[config.mk]
export PLATFORM = sky130hd
export DESIGN_NAME = page_slot_bitmap_allocator_top
export DESIGN_NICKNAME = d
export VERILOG_FILES = /design/src/sv/psba_pkg.sv /design/src/sv/psba_ctrl.sv /design/src/sv/psba_dpath.sv /design/src/sv/page_slot_bitmap_allocator_top.sv
export SDC_FILE = /design/constraint.sdc
export NUM_CORES = 1
export LEC_CHECK = 0
export BUFFER_PORTS_ARGS = -buffer_cell sky130_fd_sc_hd__buf_2
export CAP_MARGIN = 20
export CORE_ASPECT_RATIO = 1.25
export CORE_UTILIZATION = 57
export CTS_CLUSTER_DIAMETER = 60
export DETAILED_ROUTE_END_ITERATION = 10
export PLACE_DENSITY = 0.84
export SYNTH_ARGS = -nofsm -noshare
export SYNTH_HDL_FRONTEND = slang
export SYNTH_HIERARCHICAL = 1
export SYNTH_SLANG_ARGS = --single-unit
[constraint.sdc]
create_clock -name clk -period 16.7 [get_ports clk]
set_input_delay 4.175 -clock clk [delete_from_list [all_inputs] [get_ports clk]]
set_output_delay 4.175 -clock clk [all_outputs]
set_load 0.005 [all_outputs]
[src/sv/psba_pkg.sv]
`default_nettype none

package psba_pkg;

  // Bitmap word width; one word is examined per scan cycle
  localparam int WORD_BITS = 64;
  localparam int POS_W     = 6;
  localparam int ADDR_W    = 32;

  // Request kinds carried on s_tuser
  localparam logic KIND_ALLOC   = 1'b0;
  localparam logic KIND_RELEASE = 1'b1;

  // Configuration register indexes
  localparam logic REG_REGION_BASE = 1'b0;
  localparam logic REG_REGION_END  = 1'b1;

  typedef enum logic [2:0] {
    ST_IDLE,
    ST_SCAN,
    ST_ALLOC_WR,
    ST_REL_CHK,
    ST_REL_WR,
    ST_PUSH
  } state_t;

  // Controller to datapath
  typedef struct packed {
    logic rd_first;      // start scan at word 0
    logic scan_next;     // advance scan to the next word
    logic hit_save;      // capture the updated word and slot of the hit
    logic alloc_commit;  // write back the word, stage grant result
    logic fail_result;   // stage a failed result
    logic rel_latch;     // capture the release address
    logic rel_check;     // check window and alignment, stage result
    logic rel_commit;    // clear the slot bit
    logic push;          // move staged result to the output register
  } cmd_t;

  // Datapath to controller
  typedef struct packed {
    logic hit;             // current word has a free slot
    logic last_word;       // current word is the last one
    logic rel_need_write;  // release is valid and inside the slot range
    logic out_free;        // output register can take a result
  } status_t;

endpackage

`default_nettype wire

[src/sv/psba_ctrl.sv]
`default_nettype none

module psba_ctrl import psba_pkg::*; (
  input  wire logic    clk,
  input  wire logic    rst,
  input  wire logic    in_valid,
  input  wire logic    in_kind,
  output logic         in_ready,
  input  wire status_t status,
  output cmd_t         cmd
);

  state_t state, state_next;

  // State register
  always_ff @(posedge clk) begin
    if (rst) begin
      state <= ST_IDLE;
    end else begin
      state <= state_next;
    end
  end

  // Next state and commands
  always_comb begin
    state_next = state;
    cmd        = '0;
    in_ready   = 1'b0;
    unique case (state)
      ST_IDLE: begin
        in_ready = 1'b1;
        if (in_valid) begin
          if (in_kind == KIND_ALLOC) begin
            cmd.rd_first = 1'b1;
            state_next   = ST_SCAN;
          end else begin
            cmd.rel_latch = 1'b1;
            state_next    = ST_REL_CHK;
          end
        end
      end
      ST_SCAN: begin
        if (status.hit) begin
          cmd.hit_save = 1'b1;
          state_next   = ST_ALLOC_WR;
        end else if (status.last_word) begin
          cmd.fail_result = 1'b1;
          state_next      = ST_PUSH;
        end else begin
          cmd.scan_next = 1'b1;
        end
      end
      ST_ALLOC_WR: begin
        cmd.alloc_commit = 1'b1;
        state_next       = ST_PUSH;
      end
      ST_REL_CHK: begin
        cmd.rel_check = 1'b1;
        state_next    = status.rel_need_write ? ST_REL_WR : ST_PUSH;
      end
      ST_REL_WR: begin
        cmd.rel_commit = 1'b1;
        state_next     = ST_PUSH;
      end
      ST_PUSH: begin
        if (status.out_free) begin
          cmd.push   = 1'b1;
          state_next = ST_IDLE;
        end
      end
      default: begin
        state_next = ST_IDLE;
      end
    endcase
  end

endmodule

`default_nettype wire

[src/sv/psba_dpath.sv]
`default_nettype none

module psba_dpath import psba_pkg::*; #(
  parameter int SLOT_COUNT = 256,
  parameter int PAGE_SHIFT = 12
) (
  input  wire logic              clk,
  input  wire logic              rst,
  input  wire cmd_t              cmd,
  output status_t                status,
  input  wire logic [ADDR_W-1:0] in_address,
  input  wire logic              cfg_we,
  input  wire logic              cfg_index,
  input  wire logic [ADDR_W-1:0] cfg_data,
  output logic                   out_valid,
  input  wire logic              out_ready,
  output logic                   out_success,
  output logic [ADDR_W-1:0]      out_address
);

  localparam int WORDS     = (SLOT_COUNT + WORD_BITS - 1) / WORD_BITS;
  localparam int WIDX_W    = (WORDS > 1) ? $clog2(WORDS) : 1;
  localparam int HSLOT_W   = WIDX_W + POS_W;
  localparam int LAST_BITS = SLOT_COUNT - WORD_BITS * (WORDS - 1);
  localparam logic [WORD_BITS-1:0] LAST_MASK = (LAST_BITS == WORD_BITS) ? '1 :
      ((WORD_BITS'(1) << LAST_BITS) - WORD_BITS'(1));
  localparam logic [ADDR_W-1:0] PAGE_MASK =
      ADDR_W'((64'd1 << PAGE_SHIFT) - 64'd1);
  localparam logic [WIDX_W-1:0] LAST_WIDX = WIDX_W'(WORDS - 1);

  // Configuration registers
  logic [ADDR_W-1:0] region_base, region_end;

  always_ff @(posedge clk) begin
    if (rst) begin
      region_base <= '0;
      region_end  <= '0;
    end else if (cfg_we) begin
      if (cfg_index == REG_REGION_BASE) region_base <= cfg_data;
      if (cfg_index == REG_REGION_END)  region_end  <= cfg_data;
    end
  end

  // Bitmap memory with per-word valid bits; an invalid word reads as all free
  logic [WORD_BITS-1:0] mem [WORDS];
  logic [WORDS-1:0]     word_valid;
  logic [WORD_BITS-1:0] mem_q;
  logic                 rd_vld;
  logic                 rd_en;
  logic [WIDX_W-1:0]    rd_addr;
  logic                 wr_en;
  logic [WIDX_W-1:0]    wr_addr;
  logic [WORD_BITS-1:0] wr_data;
  logic [WORD_BITS-1:0] rd_word;

  always_ff @(posedge clk) begin
    if (wr_en) mem[wr_addr] <= wr_data;
    if (rd_en) begin
      mem_q  <= mem[rd_addr];
      rd_vld <= word_valid[rd_addr];
    end
  end

  always_ff @(posedge clk) begin
    if (rst) begin
      word_valid <= '0;
    end else if (wr_en) begin
      word_valid[wr_addr] <= 1'b1;
    end
  end

  assign rd_word = rd_vld ? mem_q : '0;

  // Scan word index
  logic [WIDX_W-1:0] widx;

  always_ff @(posedge clk) begin
    if (cmd.rd_first) begin
      widx <= '0;
    end else if (cmd.scan_next) begin
      widx <= WIDX_W'(widx + 1'b1);
    end
  end

  // Free-slot search in the current word, lowest bit first
  logic [WORD_BITS-1:0] free_bits;
  logic [POS_W-1:0]     free_pos;

  always_comb begin
    free_bits = ~rd_word & ((widx == LAST_WIDX) ? LAST_MASK : '1);
    free_pos  = '0;
    for (int i = WORD_BITS - 1; i >= 0; i--) begin
      if (free_bits[i]) free_pos = POS_W'(i);
    end
  end

  // Hit capture
  logic [WORD_BITS-1:0] hit_word;
  logic [HSLOT_W-1:0]   hit_slot;

  always_ff @(posedge clk) begin
    if (cmd.hit_save) begin
      hit_word <= rd_word | (WORD_BITS'(1) << free_pos);
      hit_slot <= {widx, free_pos};
    end
  end

  // Release checks
  logic [ADDR_W-1:0] rel_addr;
  logic [ADDR_W-1:0] rel_offset;
  logic [ADDR_W-1:0] rel_slot;
  logic              rel_ok;
  logic              rel_in_range;
  logic [WIDX_W-1:0] rel_widx;
  logic [POS_W-1:0]  rel_bit;

  always_ff @(posedge clk) begin
    if (cmd.rel_latch) rel_addr <= in_address;
    if (cmd.rel_check) begin
      rel_widx <= rel_slot[POS_W +: WIDX_W];
      rel_bit  <= rel_slot[POS_W-1:0];
    end
  end

  always_comb begin
    rel_offset   = rel_addr - region_base;
    rel_slot     = rel_offset >> PAGE_SHIFT;
    rel_ok       = (rel_addr != '0) && (rel_addr >= region_base) &&
                   (rel_addr < region_end) && ((rel_offset & PAGE_MASK) == '0);
    rel_in_range = rel_slot < ADDR_W'(SLOT_COUNT);
  end

  // Memory port steering
  always_comb begin
    rd_en   = cmd.rd_first | cmd.scan_next | cmd.rel_check;
    rd_addr = '0;
    if (cmd.scan_next) begin
      rd_addr = WIDX_W'(widx + 1'b1);
    end else if (cmd.rel_check) begin
      rd_addr = rel_slot[POS_W +: WIDX_W];
    end
    wr_en   = cmd.alloc_commit | (cmd.rel_commit);
    wr_addr = cmd.alloc_commit ? widx : rel_widx;
    wr_data = cmd.alloc_commit ? hit_word : (rd_word & ~(WORD_BITS'(1) << rel_bit));
  end

  // Staged result and output register
  logic              res_success;
  logic [ADDR_W-1:0] res_address;

  always_ff @(posedge clk) begin
    if (cmd.alloc_commit) begin
      res_success <= 1'b1;
      res_address <= region_base + (ADDR_W'(hit_slot) << PAGE_SHIFT);
    end else if (cmd.fail_result) begin
      res_success <= 1'b0;
      res_address <= '0;
    end else if (cmd.rel_check) begin
      res_success <= rel_ok;
      res_address <= '0;
    end
  end

  always_ff @(posedge clk) begin
    if (rst) begin
      out_valid <= 1'b0;
    end else if (cmd.push) begin
      out_valid <= 1'b1;
    end else if (out_ready) begin
      out_valid <= 1'b0;
    end
  end

  always_ff @(posedge clk) begin
    if (cmd.push) begin
      out_success <= res_success;
      out_address <= res_address;
    end
  end

  // Status back to the controller
  always_comb begin
    status.hit            = |free_bits;
    status.last_word      = (widx == LAST_WIDX);
    status.rel_need_write = rel_ok & rel_in_range;
    status.out_free       = ~out_valid | out_ready;
  end

endmodule

`default_nettype wire

[src/sv/page_slot_bitmap_allocator_top.sv]
// First-fit page-slot allocator over a bitmap of SLOT_COUNT slots of
// 2^PAGE_SHIFT bytes starting at region_base.
// Input stream (s_*): one request per transfer; s_tuser is the kind
// (0 allocate, 1 release), s_tdata the address to release.
// Output stream (m_*): one result per request; m_tuser is success,
// m_tdata the granted address (0 on failure and for every release).
// Configuration: cfg_we writes cfg_data to region_base (index 0) or
// region_end (index 1); write only while no request is in flight.
// One request is worked at a time. Allocate reads the bitmap memory one
// 64-bit word per cycle, from word 0 up to the first word with a free
// slot or, on failure, the last of the ceil(SLOT_COUNT/64) words. Release
// checks the address and clears its slot bit only if it is valid and in
// range. s_tready rises again once the result is in the output register.
// The output register holds a result while m_tready is low; the block
// still takes one new request and works it, then waits before moving
// that result out until the held one has left.
// Synchronous reset empties the bitmap at once (per-word valid bits), clears
// both registers and drops m_tvalid; no clearing pass is needed.
`default_nettype none

module page_slot_bitmap_allocator_top import psba_pkg::*; #(
  parameter int SLOT_COUNT = 256,
  parameter int PAGE_SHIFT = 12
) (
  input  wire logic              clk,
  input  wire logic              rst,
  input  wire logic              s_tvalid,
  output logic                   s_tready,
  input  wire logic [ADDR_W-1:0] s_tdata,   // [31:0] release_address
  input  wire logic              s_tuser,   // [0] kind
  output logic                   m_tvalid,
  input  wire logic              m_tready,
  output logic [ADDR_W-1:0]      m_tdata,   // [31:0] granted_address
  output logic                   m_tuser,   // [0] success
  input  wire logic              cfg_we,
  input  wire logic              cfg_index,
  input  wire logic [ADDR_W-1:0] cfg_data
);

  cmd_t    cmd;
  status_t status;

  psba_ctrl u_ctrl (
    .clk      (clk),
    .rst      (rst),
    .in_valid (s_tvalid),
    .in_kind  (s_tuser),
    .in_ready (s_tready),
    .status   (status),
    .cmd      (cmd)
  );

  psba_dpath #(
    .SLOT_COUNT (SLOT_COUNT),
    .PAGE_SHIFT (PAGE_SHIFT)
  ) u_dpath (
    .clk         (clk),
    .rst         (rst),
    .cmd         (cmd),
    .status      (status),
    .in_address  (s_tdata),
    .cfg_we      (cfg_we),
    .cfg_index   (cfg_index),
    .cfg_data    (cfg_data),
    .out_valid   (m_tvalid),
    .out_ready   (m_tready),
    .out_success (m_tuser),
    .out_address (m_tdata)
  );

  // A failed result never carries an address
  a_fail_zero: assert property (@(posedge clk) disable iff (rst)
    m_tvalid && !m_tuser |-> m_tdata == '0)
    else $error("failed result with nonzero address");

  // Only one request is in flight at a time
  a_one_at_a_time: assert property (@(posedge clk) disable iff (rst)
    s_tvalid && s_tready |=> !s_tready)
    else $error("request accepted while another is in flight");

  // A result is moved to the output only when the register can take it
  a_push_free: assert property (@(posedge clk) disable iff (rst)
    cmd.push |-> status.out_free)
    else $error("result pushed into a full output register");

  // Allocate and release never write the bitmap in the same cycle
  a_single_write: assert property (@(posedge clk) disable iff (rst)
    !(cmd.alloc_commit && cmd.rel_commit))
    else $error("conflicting bitmap writes");

endmodule

`default_nettype wire

==> reports/results.tsv <==
stage	metric	value	unit
critical_path	R2R Setup Slk	10510	ps
global_route	largest net degree at the start of global routing	110	
synth	Avg Inst Size Synth	12.6	µm²
cts	total CTS buffers	56	
floorplan	Die H	240	µm
critical_path	CP Launch Type	flop	
final_layout	n_diodes	0	
cts	Post-CTS Hold Fix Bufs	0	
place	placed cells	2658	
floorplan	core area	44300	µm²
timing	worst-margin pin slew	1130	ps
global_route	vias in the first global route	17781	
critical_path	RR Endpoint	u_dpath/mem_q[60]	
detailed_routing	wire per inst	22.5	µm
final_layout	Area Growth Syn to Fin	11.6	%
critical_path	data required time of the worst path	17040	ps
run	maxcap violations	0	
synth	Ys Warns	6	
cts	CTS tree	done	
cts	Post-CTS Setup Bufs	0	
detailed_routing	drt total wl	62200	µm
timing	Final min period	6190	ps
pwr	power per cell area	121	nW/µm²
global_route	first-pass GRT wire length	96200	µm
global_route	initial antenna violation count	0	
critical_path	Crit. End Element	flop	
cts	htree depth	2	
detailed_routing	post-route DRC violation count	0	
pwr	Leak Pwr	9.79	nW
critical_path	Crit. Startpoint	u_dpath/rd_vld	
synth	Yosys top cell by area	edfxtp_1	
detailed_routing	drt via density	6.33	
timing	Fmax	0.162	GHz
critical_path	Critical Path End	u_dpath/mem_q[60]	
cts	CTS clock-pin slew for the worst setup and hold paths	60	ps
final_layout	footprint of the multi-input gates	8580	µm²
timing	Worst Hold Slack	419	ps
synth	#FFs+latches synth	573	
pwr	maximum VDD drop	0.112	mV
cts	Max clock buf depth	3	
cts	CTS root buf	clkbuf_16	
synth	sequential share of the synthesized area	63.9	%
final_layout	Finished Layout Cells	2765	
place	PortBufs	105	
floorplan	die area	46000	µm²
critical_path	crit path kind	flop to flop	
timing	Max Slew Vio Count	0	
synth	post-synth top area share	58.1	%
synth	Synth Flop Type	edfxtp_1	
place	hpwl dp	40700	µm
synth	synth cell count leaders	498 x edfxtp_1, 350 x nand2_1, 123 x a21oi_1	
cts	Num Clock Sinks	573	
floorplan	Rows	86	
synth	syn_nets	2192	
timing	Hold Fails Final Rpt	0	
timing	final period utilization	37.1	%
hold_path	min-delay worst type	flop to flop	
detailed_routing	DRT Pass-1 Iters	6	
final_layout	ratio of cells with drive above 1 in the final layout	14.3	%
synth	fraction of registers with async set/reset	0	%
synth	Synth Cell Area	25700	µm²
final_layout	Fillers	3218	
critical_path	critical path arrival	6530	ps
status	outcome	completed	
final_layout	Reg area	16500	µm²
synth	most common cell in the netlist	edfxtp_1	
floorplan	Die Wd	192	µm
timing	RSZ-0062 raised after global routing	false	
cts	clock latency at the later pin of the worst-skew pair	620	ps
detailed_routing	DR vias	17493	
cts	post-CTS sizing	0	
global_route	remaining global-route overflow	0	
detailed_routing	ANT nets after route	0	
final_layout	NumNets Final	2291	
critical_path	worst reg2reg path depth	12	
synth	Yosys cell types	74	
synth	Area contributors post-synth	edfxtp_1 58%, dfxtp_1 5.8%, mux4_2 5.7%, nand2_1 5.1%, ha_1 3.5%	
timing	worst clock skew	21.3	ps
synth	EDFF count, synth	498	
timing	Rel. slew slack	24.4	%
timing	# setup viols final	0	
floorplan	Initial Util	58.1	%
critical_path	Reg-to-Reg Start	u_dpath/rd_vld	
synth	Post-Syn Instances	2047	
pwr	Final Power	0.00347	W
timing	setup TNS	0	ps
place	Routability Congestion	0.950	
critical_path	Worst Path Max Fanout	50	
global_route	total global-route track usage	27.5	%
detailed_routing	initial drt markers	2053	
floorplan	Ports	106	
[report_power, final]
| group | internal (W) | leakage [nW] | total (W) | switching [W] |
|---|---|---|---|---|
| sequential | 0.00172 | 5.23 | 0.00178 | 0.0000621 |
| clock | 0.000752 | 0.917 | 0.00130 | 0.000544 |
| combinational | 0.000130 | 3.65 | 0.000397 | 0.000267 |
| total | 0.00260 | 9.79 | 0.00347 | 0.000873 |
[layer usage]
layer | GRT usage (%) | share of wire, %
met4 | 14.4 | 5.1
met2 | 47.5 | 51
met5 | 0 | 0
met3 | 4.31 | 8.5
met1 | 33.2 | 36
[metrics by stage]
stage	setup WS, ps	area (µm²)	util [%]
after floorplan	8610	25700	-
after global placement	10700	26800	60.4
after detailed placement	10550	26800	60.5
after CTS	10500	28700	64.7
after global routing	10030	28700	64.8
final	10510	28700	64.8
[worst min path at each step]
stage,start,endpoint,cells past startpoint
after floorplan,u_dpath/res_address[0],u_dpath/out_address[0],0
after global routing,u_dpath/res_address[30],u_dpath/out_address[30],0
after detailed placement,u_dpath/res_address[10],u_dpath/out_address[10],0
final,u_dpath/res_address[20],u_dpath/out_address[20],0
after global placement,u_dpath/res_address[12],u_dpath/out_address[12],0
after CTS,u_dpath/res_address[21],u_dpath/out_address[21],0
[cell families after synthesis]
group,synth area share (%)
AO/OA/AOI/OAI,9.92
XOR/XNOR,0.884
adder cells (fa/ha/maj),3.65
buffers and inverters,3.11
flip-flops,63.9
multiplexers,6.00
other,0.0146
AND/OR/NAND/NOR,12.5
[state kept, by name, indices dropped and copies added (netlist names)]
register             flops
u_dpath/widx             2
u_dpath/mem_q           64
u_dpath/out_success      1
u_dpath/out_address     32
u_dpath/region_base     32
u_ctrl/state             3
u_dpath/hit_slot         8
u_dpath/res_address     32
u_dpath/rel_widx         2
u_dpath/out_valid        1
u_dpath/rel_addr        32
u_dpath/rel_bit          6
u_dpath/word_valid       4
u_dpath/mem            256
u_dpath/rd_vld           1
u_dpath/res_success      1
u_dpath/hit_word        64
u_dpath/region_end      32
[final cells by class]
class | instances | area share (%)
Sequential cell | 573 | 57.3
Multi-Input combinational cell | 1288 | 29.9
Clock buffer | 66 | 5.08
Tap cell | 572 | 2.49
Timing Repair Buffer | 125 | 2.47
Clock inverter | 39 | 1.51
Inverter | 102 | 1.33
[worst max-delay path, cell delays in order (launching register included)]
cell	delay [ps]
edfxtp_1	340
buf_4	330
buf_4	520
nand2_1	190
or3_1	440
or4_1	630
nor2_1	140
nand2_1	210
nor3_1	490
inv_1	220
a31oi_4	780
buf_4	930
mux4_2	650
[cells in the final DEF, fill, tap and decap left out, types with 20 or more instances in the layout]
cell	netlist	routed
xnor2_1	20	20
nor3_1	24	24
and2_1	28	28
inv_1	102	102
mux4_2	65	65
nor2_1	117	115
buf_2	5	105
nand2b_1	22	22
nand2_1	350	350
o21ai_0	104	103
ha_1	72	72
nand3_1	56	56
dfxtp_1	75	75
o31ai_1	71	69
edfxtp_1	498	498
clkbuf_16	0	56
a21oi_1	123	123
nand4_1	22	22
No activity file was read; power rests on OpenSTA's default activity.
